===== src/rtl/core/ptc_pkg.sv =====
package ptc_pkg;

   // field widths
   localparam int RAW_W   = 20;
   localparam int FINE_W  = 24;
   localparam int CENTI_W = 19;
   localparam int PRESS_W = 32;
   localparam int CSR_W   = 64;
   localparam int CSR_IDX_W = 2;

   // internal widths, sized so nothing wraps
   localparam int TF_W  = 25;
   localparam int A_W   = 26;
   localparam int NUM_W = 84;
   localparam int DEN_W = 46;

   // offset of fine temperature for the pressure formula
   localparam logic signed [A_W-1:0] T_OFFSET = 26'sd128000;
   // one in the q47 domain before the p1 scaling
   localparam logic signed [61:0] X_BIAS = 62'sh8000_0000_0000;
   // full scale of the raw pressure code
   localparam logic [20:0] PRESS_FULL = 21'd1048576;
   localparam logic signed [83:0] PRESS_SCALE = 84'sd3125;

   typedef enum logic [CSR_IDX_W-1:0] {
      CSR_TEMP       = 2'd0,
      CSR_PRESS_LOW  = 2'd1,
      CSR_PRESS_HIGH = 2'd2,
      CSR_PRESS_NINE = 2'd3
   } csr_index_type;

   typedef struct packed {
      logic [15:0] t1;
      logic [15:0] t2;
      logic [15:0] t3;
      logic [15:0] p1;
      logic [15:0] p2;
      logic [15:0] p3;
      logic [15:0] p4;
      logic [15:0] p5;
      logic [15:0] p6;
      logic [15:0] p7;
      logic [15:0] p8;
      logic [15:0] p9;
   } coeff_type;

   typedef struct packed {
      logic [FINE_W-1:0]  fine;
      logic [CENTI_W-1:0] centi;
   } side_type;

   typedef struct packed {
      logic [A_W-1:0]   a;
      logic [RAW_W-1:0] raw_p;
      side_type         side;
   } temp_word_type;

   typedef struct packed {
      logic [NUM_W-1:0] num;
      logic [DEN_W-1:0] den;
      logic             neg;
      logic             zero;
      side_type         side;
   } div_word_type;

endpackage


===== src/rtl/core/ptc_temp.sv =====
module ptc_temp (
   input  logic                         clock,
   input  logic                         reset,
   input  logic                         en,
   input  ptc_pkg::coeff_type           coeff,
   input  logic                         in_valid,
   input  logic [ptc_pkg::RAW_W-1:0]    raw_t,
   input  logic [ptc_pkg::RAW_W-1:0]    raw_p,
   output logic                         out_valid,
   output ptc_pkg::temp_word_type       out_word
);

   logic [3:0] v_ff, v_in;

   logic signed [17:0] dt;
   logic signed [16:0] dd;
   logic signed [33:0] x_ff, x_in;
   logic signed [33:0] dsq_ff, dsq_in;
   logic signed [22:0] ta_ff, ta_in;
   logic signed [37:0] y_ff, y_in;
   logic signed [23:0] tb;
   logic signed [ptc_pkg::TF_W-1:0] tf_ff, tf_in;
   logic signed [27:0] c5;
   logic [ptc_pkg::RAW_W-1:0] raw_ff [3];
   logic [ptc_pkg::RAW_W-1:0] raw_in [3];
   ptc_pkg::temp_word_type word_ff, word_in;

   // stage 1: differences and first products
   always_comb begin
      dt     = signed'({1'b0, raw_t[19:3]}) - signed'({1'b0, coeff.t1, 1'b0});
      dd     = signed'({1'b0, raw_t[19:4]}) - signed'({1'b0, coeff.t1});
      x_in   = 34'(dt) * 34'(signed'(coeff.t2));
      dsq_in = 34'(dd) * 34'(dd);
   end

   // stage 2
   always_comb begin
      ta_in = 23'(x_ff >>> 11);
      y_in  = 38'(signed'({1'b0, dsq_ff[32:12]})) * 38'(signed'(coeff.t3));
   end

   // stage 3
   always_comb begin
      tb    = 24'(y_ff >>> 14);
      tf_in = 25'(ta_ff) + 25'(tb);
   end

   // stage 4: centi-degrees and pressure offset
   always_comb begin
      c5                 = 28'(tf_ff) * 28'sd5 + 28'sd128;
      word_in.side.fine  = ptc_pkg::FINE_W'(tf_ff);
      word_in.side.centi = ptc_pkg::CENTI_W'(c5 >>> 8);
      word_in.a          = 26'(tf_ff) - ptc_pkg::T_OFFSET;
      word_in.raw_p      = raw_ff[2];
   end

   always_comb begin
      raw_in[0] = raw_p;
      raw_in[1] = raw_ff[0];
      raw_in[2] = raw_ff[1];
      v_in      = {v_ff[2:0], in_valid};
   end

   always_ff @(posedge clock) begin
      if (en) begin
         x_ff    <= x_in;
         dsq_ff  <= dsq_in;
         ta_ff   <= ta_in;
         y_ff    <= y_in;
         tf_ff   <= tf_in;
         raw_ff  <= raw_in;
         word_ff <= word_in;
      end
   end

   always_ff @(posedge clock) begin
      if (reset) begin
         v_ff <= '0;
      end else if (en) begin
         v_ff <= v_in;
      end
   end

   assign out_valid = v_ff[3];
   assign out_word  = word_ff;

endmodule


===== config.mk =====
export PLATFORM = sky130hd
export DESIGN_NAME = ptc_temp
export DESIGN_NICKNAME = d
export VERILOG_FILES = /design/src/rtl/core/ptc_pkg.sv /design/src/rtl/core/ptc_temp.sv
export SDC_FILE = /design/constraint.sdc
export NUM_CORES = 2
export LEC_CHECK = 0
export ABC_AREA = 0
export BUFFER_PORTS_ARGS = -buffer_cell sky130_fd_sc_hd__buf_2
export CORE_MARGIN = 8
export CORE_UTILIZATION = 30
export CTS_BUF_LIST = sky130_fd_sc_hd__clkbuf_2 sky130_fd_sc_hd__clkbuf_4 sky130_fd_sc_hd__clkbuf_8
export DETAILED_ROUTE_END_ITERATION = 8
export SETUP_SLACK_MARGIN = 0.05
export SYNTH_ARGS = -nofsm -noshare
export SYNTH_HDL_FRONTEND = slang
export SYNTH_SLANG_ARGS = --single-unit

===== constraint.sdc =====
create_clock -name clock -period 9.5 [get_ports clock]
set_input_delay 0.95 -clock clock [delete_from_list [all_inputs] [get_ports clock]]
set_output_delay 0.95 -clock clock [all_outputs]
set_load 0.02 [all_outputs]

Word-level counts from Yosys, hierarchy flattened. Index checks and enable logic that the tools add are counted.

Add/subtract/negate cells: 5. Multiply operators: 4.

Operators with widths (count): $mul 22x16->38 (1); $mul 18x16->34 (1); $mul 17x17->33 (1); $add 27x9->27 const B (1); $mul 25x4->27 const B (1); $sub 25x18->26 const B (1); $add 23x24->25 (1); $sub 17x17->18 (1); $sub 16x16->17 (1).

Input port bits: 236. Output and inout bits: 90. Register bits: 306. Word-level logic and storage cells: 22.

Depth between registers and ports, before layout.
Depth in word-level cells: 2. Mapped depth: 35. Gate-level depth less buffers: 33.

Worst setup path after synthesis. OpenSTA, ideal clock, no wires.

Kind: input port to flip-flop. From: input coeff[178] in the netlist's numbering. To: register x_ff[30] (data pin). Setup time: 0.258 ns. Stages: 27. Slack: 1.114 ns. Data required time: 9.242 ns. Buffers on the path: 2. Data arrival time: 8.129 ns. Path through: inv_1 -> ha_1 -> nor2b_1 -> o21a_1 -> o21ai_2 -> a21o_1 -> a211oi_2 -> nor3_1 -> or2_1 -> clkbuf_1 -> clkbuf_1 -> nand2_1 -> fa_1 -> inv_1 -> fa_1 -> fa_1 -> fa_1 -> fa_1 -> fa_1 -> ha_1 -> a21o_1 -> a21o_1 -> a22o_1 -> a31o_2 -> or3b_2 -> a21oi_1 -> xnor2_1.

Longest elaborated chain between the ends: 2.

Ends and longest elaborated chain: from (decl) (RTL line ptc_temp.sv:5) `input ptc_pkg::coeff_type coeff,`; $sub 17x17->18 (RTL line ptc_temp.sv:30) `dt = signed'({1'b0, raw_t[19:3]}) - signed'({1'b0, coeff.t1, 1'b0});`; $mul 18x16->34 (RTL line ptc_temp.sv:32) `x_in = 34'(dt) * 34'(signed'(coeff.t2));`; named net x_in[30] (RTL line ptc_temp.sv:17) `logic signed [33:0] x_ff, x_in;`; to (signal assigned) (RTL line ptc_temp.sv:66) `x_ff <= x_in;`; to (decl) (RTL line ptc_temp.sv:17).

The timed path passes the listed nets, and every way through them passes these cells. A chain may end at the register's enable or synchronous reset.

Worst setup path after layout.
From: input coeff[178] in the netlist's numbering. To: register dsq_ff[32] (data pin).

Longest elaborated chain between the ends: 2.

Ends and longest elaborated chain: $sub 16x16->17 (RTL line ptc_temp.sv:31) `dd = signed'({1'b0, raw_t[19:4]}) - signed'({1'b0, coeff.t1});`; $mul 17x17->33 (RTL line ptc_temp.sv:33) `dsq_in = 34'(dd) * 34'(dd);`; named net dsq_in[32] (RTL line ptc_temp.sv:18) `logic signed [33:0] dsq_ff, dsq_in;`; to (signal assigned) (RTL line ptc_temp.sv:67) `dsq_ff <= dsq_in;`; to (decl) (RTL line ptc_temp.sv:18).

The timed path passes the listed nets, and every way through them passes these cells.

==> reports/results.tsv <==
metric	value	unit
run status	completed	
xor and xnor area share after synthesis	3.00	%
Slew HR	30.9	%
H-tree depth	2	
largest net degree at the start of global routing	124	
ys async rst share	0	%
# Max-Cap Violations	0	
top_reg_cell synth	edfxtp_1	
CTS tree	yes	
PortBufs	178	
Clock Skew	25.9	ps
pin slew with the least headroom to its limit	1040	ps
clk slew on worst S/H paths	60	ps
Synth top area share	39.1	%
complex-gate fraction of the synthesized area	4.91	%
Finished Core Util	33.0	%
GPL Wtd Cong	0.884	
max incr delay on CP	550	ps
Clock Tree Root	clkbuf_8	
CTS Sinks	259	
Max Fclk	119	MHz
layout cells sized above 1	8.12	%
Initial DRC Count	1295	
crit start category	primary input	
RSZ-0062 raised after global routing	false	
syn avg cell area	10.1	um2
Vias/cell	4.50	
largest family of logic cells by synthesized area	adder cells	
area grow syn2layout	9.66	%
worst hold slack	415	ps
Max stage delay cell, worst path	fa_1	
CP dominant cell by count	fa_1	
# rows	137	
Initial Util	30.1	%
Post-CTS Setup Inserts	0	
commonest cells in the netlist	inv_1 (980), fa_1 (816), nand2_1 (477)	
synth unique cells	86	
Syn Inst Count	4119	
vias in the first global route	30100	
mux cell area share after synthesis	0.174	%
vias after detailed routing	27500	
minimum clock period	8380	ps
first-pass GRT wire length	160	mm
critical path endpoint category	flip-flop	
Filler cells	14100	
Setup TNS Final	0	ps
die area	0.151	mm2
core area	0.139	mm2
total global-route track usage	13.0	%
Seq cells post-synth	259	
Post-Syn Area	0.0418	mm2
post-synthesis sequential area ratio	18.5	%
WL/cell	16.1	um
synthesized net count	5566	
Yosys Warn Count	0	
Clock Latency Late Sink	610	ps
initial antenna violation count	13	
Max Slew Vio Count	0	
Final ANT Viol Nets	0	
Pre-antenna DRT Iters	5	
hold_buf cts	0	
Synth Area in Adders	50.9	%
Die Wd	389	um
CP Data Required Time	9940	ps
Die Ht	389	um
final hold viol count	0	
crit path DAT	8820	ps
CP Max Fanout	30	
WS Path Type	primary input to flip-flop	
CTS Buffer Depth	3	
biggest area consumer among synthesized cells	fa_1	
CTS resizes	0	
most common cell in the netlist	inv_1	
Boundary Pins	326	
drc violations	0	
gr ovfl total	0	
Final nets	5698	
EDFF count, synth	255	
Min-Delay Path Class	flip-flop to flip-flop	
Area contributors post-synth	fa_1 (39%), edfxtp_1 (18%), ha_1 (12%)	
post-DP HPWL	79.3	mm
WL final	98.2	mm
period utilization	88.2	%
Final setup viols	0	
post-synthesis simple-gate area fraction	12.1	%
CTS buffer count	46	
logic make-up (layout without fill, tap and decap cells):
logic type	count (synthesis)	count (layout)
flip-flops	259	259
multiplexers	7	7
buffers and inverters	1133	1302
AO/OA/AOI/OAI	297	297
AND/OR/NAND/NOR	1071	1071
other	0	3
adder cells (fa/ha/maj)	1211	1211
XOR/XNOR	141	141
sequential cells by signal, summed over array words and instances, names as in the netlist:
| register | cells |
|---|---|
| ta_ff | 23 |
| y_ff | 24 |
| out_word | 79 |
| tf_ff | 25 |
| dsq_ff | 21 |
| raw_ff | 60 |
| v_ff | 4 |
| x_ff | 23 |
metrics by stage:
step | instances | setup WS (ps) | cell area, um2
final | 6098 | 1120 | 45800
after global routing | 6097 | 638 | 45800
after CTS | 6095 | 1160 | 45800
after detailed placement | 6010 | 504 | 44800
after global placement | 6010 | 627 | 44800
after floorplan | 4119 | 1110 | 41800
worst max-delay path: cells and delay by family:
| kind | cells | cell delay (ps) |
|---|---|---|
| fa+ha+maj | 8 | 3630 |
| compound gates | 10 | 1860 |
| simple gates | 6 | 1750 |
| buf+inv | 6 | 610 |
layout make-up:
class	count	area, um2	share of cell area, %
antenna	3	7.51	0.0164
clock buffer	58	723	1.58
clock inverter	27	314	0.686
inverter	986	3700	8.08
multi-input combinational	2727	29800	65.0
sequential	259	7740	16.9
tap	1807	2260	4.94
timing repair buffer	231	1310	2.86
final timing paths:
| check | slack (ps) | startpoint | depth (start not counted) | to |
|---|---|---|---|---|
| setup / recovery | 1120 | coeff[178] | 30 | dsq_ff[32]$_DFFE_PP_ |
| hold / removal | 420 | raw_ff[40]$_DFFE_PP_ | 0 | raw_ff[20]$_DFFE_PP_ |
| setup reg to reg | 2530 | dsq_ff[30]$_DFFE_PP_ | 19 | y_ff[36]$_DFFE_PP_ |
| hold reg to reg | 420 | raw_ff[40]$_DFFE_PP_ | 0 | raw_ff[20]$_DFFE_PP_ |
cells in the final DEF (no fill, tap or decap), types with 35 or more instances in the layout:
master,synthesis,final
o21ai_0,50,50
inv_1,980,980
a21oi_1,72,72
a21o_1,40,40
xor2_1,37,35
xnor2_1,103,101
buf_2,14,177
nand2_1,477,477
fa_1,816,816
buf_4,11,52
clkbuf_8,0,46
edfxtp_1,255,255
and2_1,229,229
nand2b_1,41,41
nor2_1,165,165
ha_1,395,395
routing by layer:
metal | vias to the layer above | GRT usage, % | share of wire [%]
li1 | 12800 | - | -
met1 | 13900 | 17.1 | 45
met2 | 573 | 22.7 | 48
met3 | 135 | 1.72 | 4.5
met4 | 10 | 3.06 | 2.1
met5 | - | 0 | 0.064
Power is not shown: default switching activity piles up to over one toggle a cycle in this logic, so the estimate is an artifact.
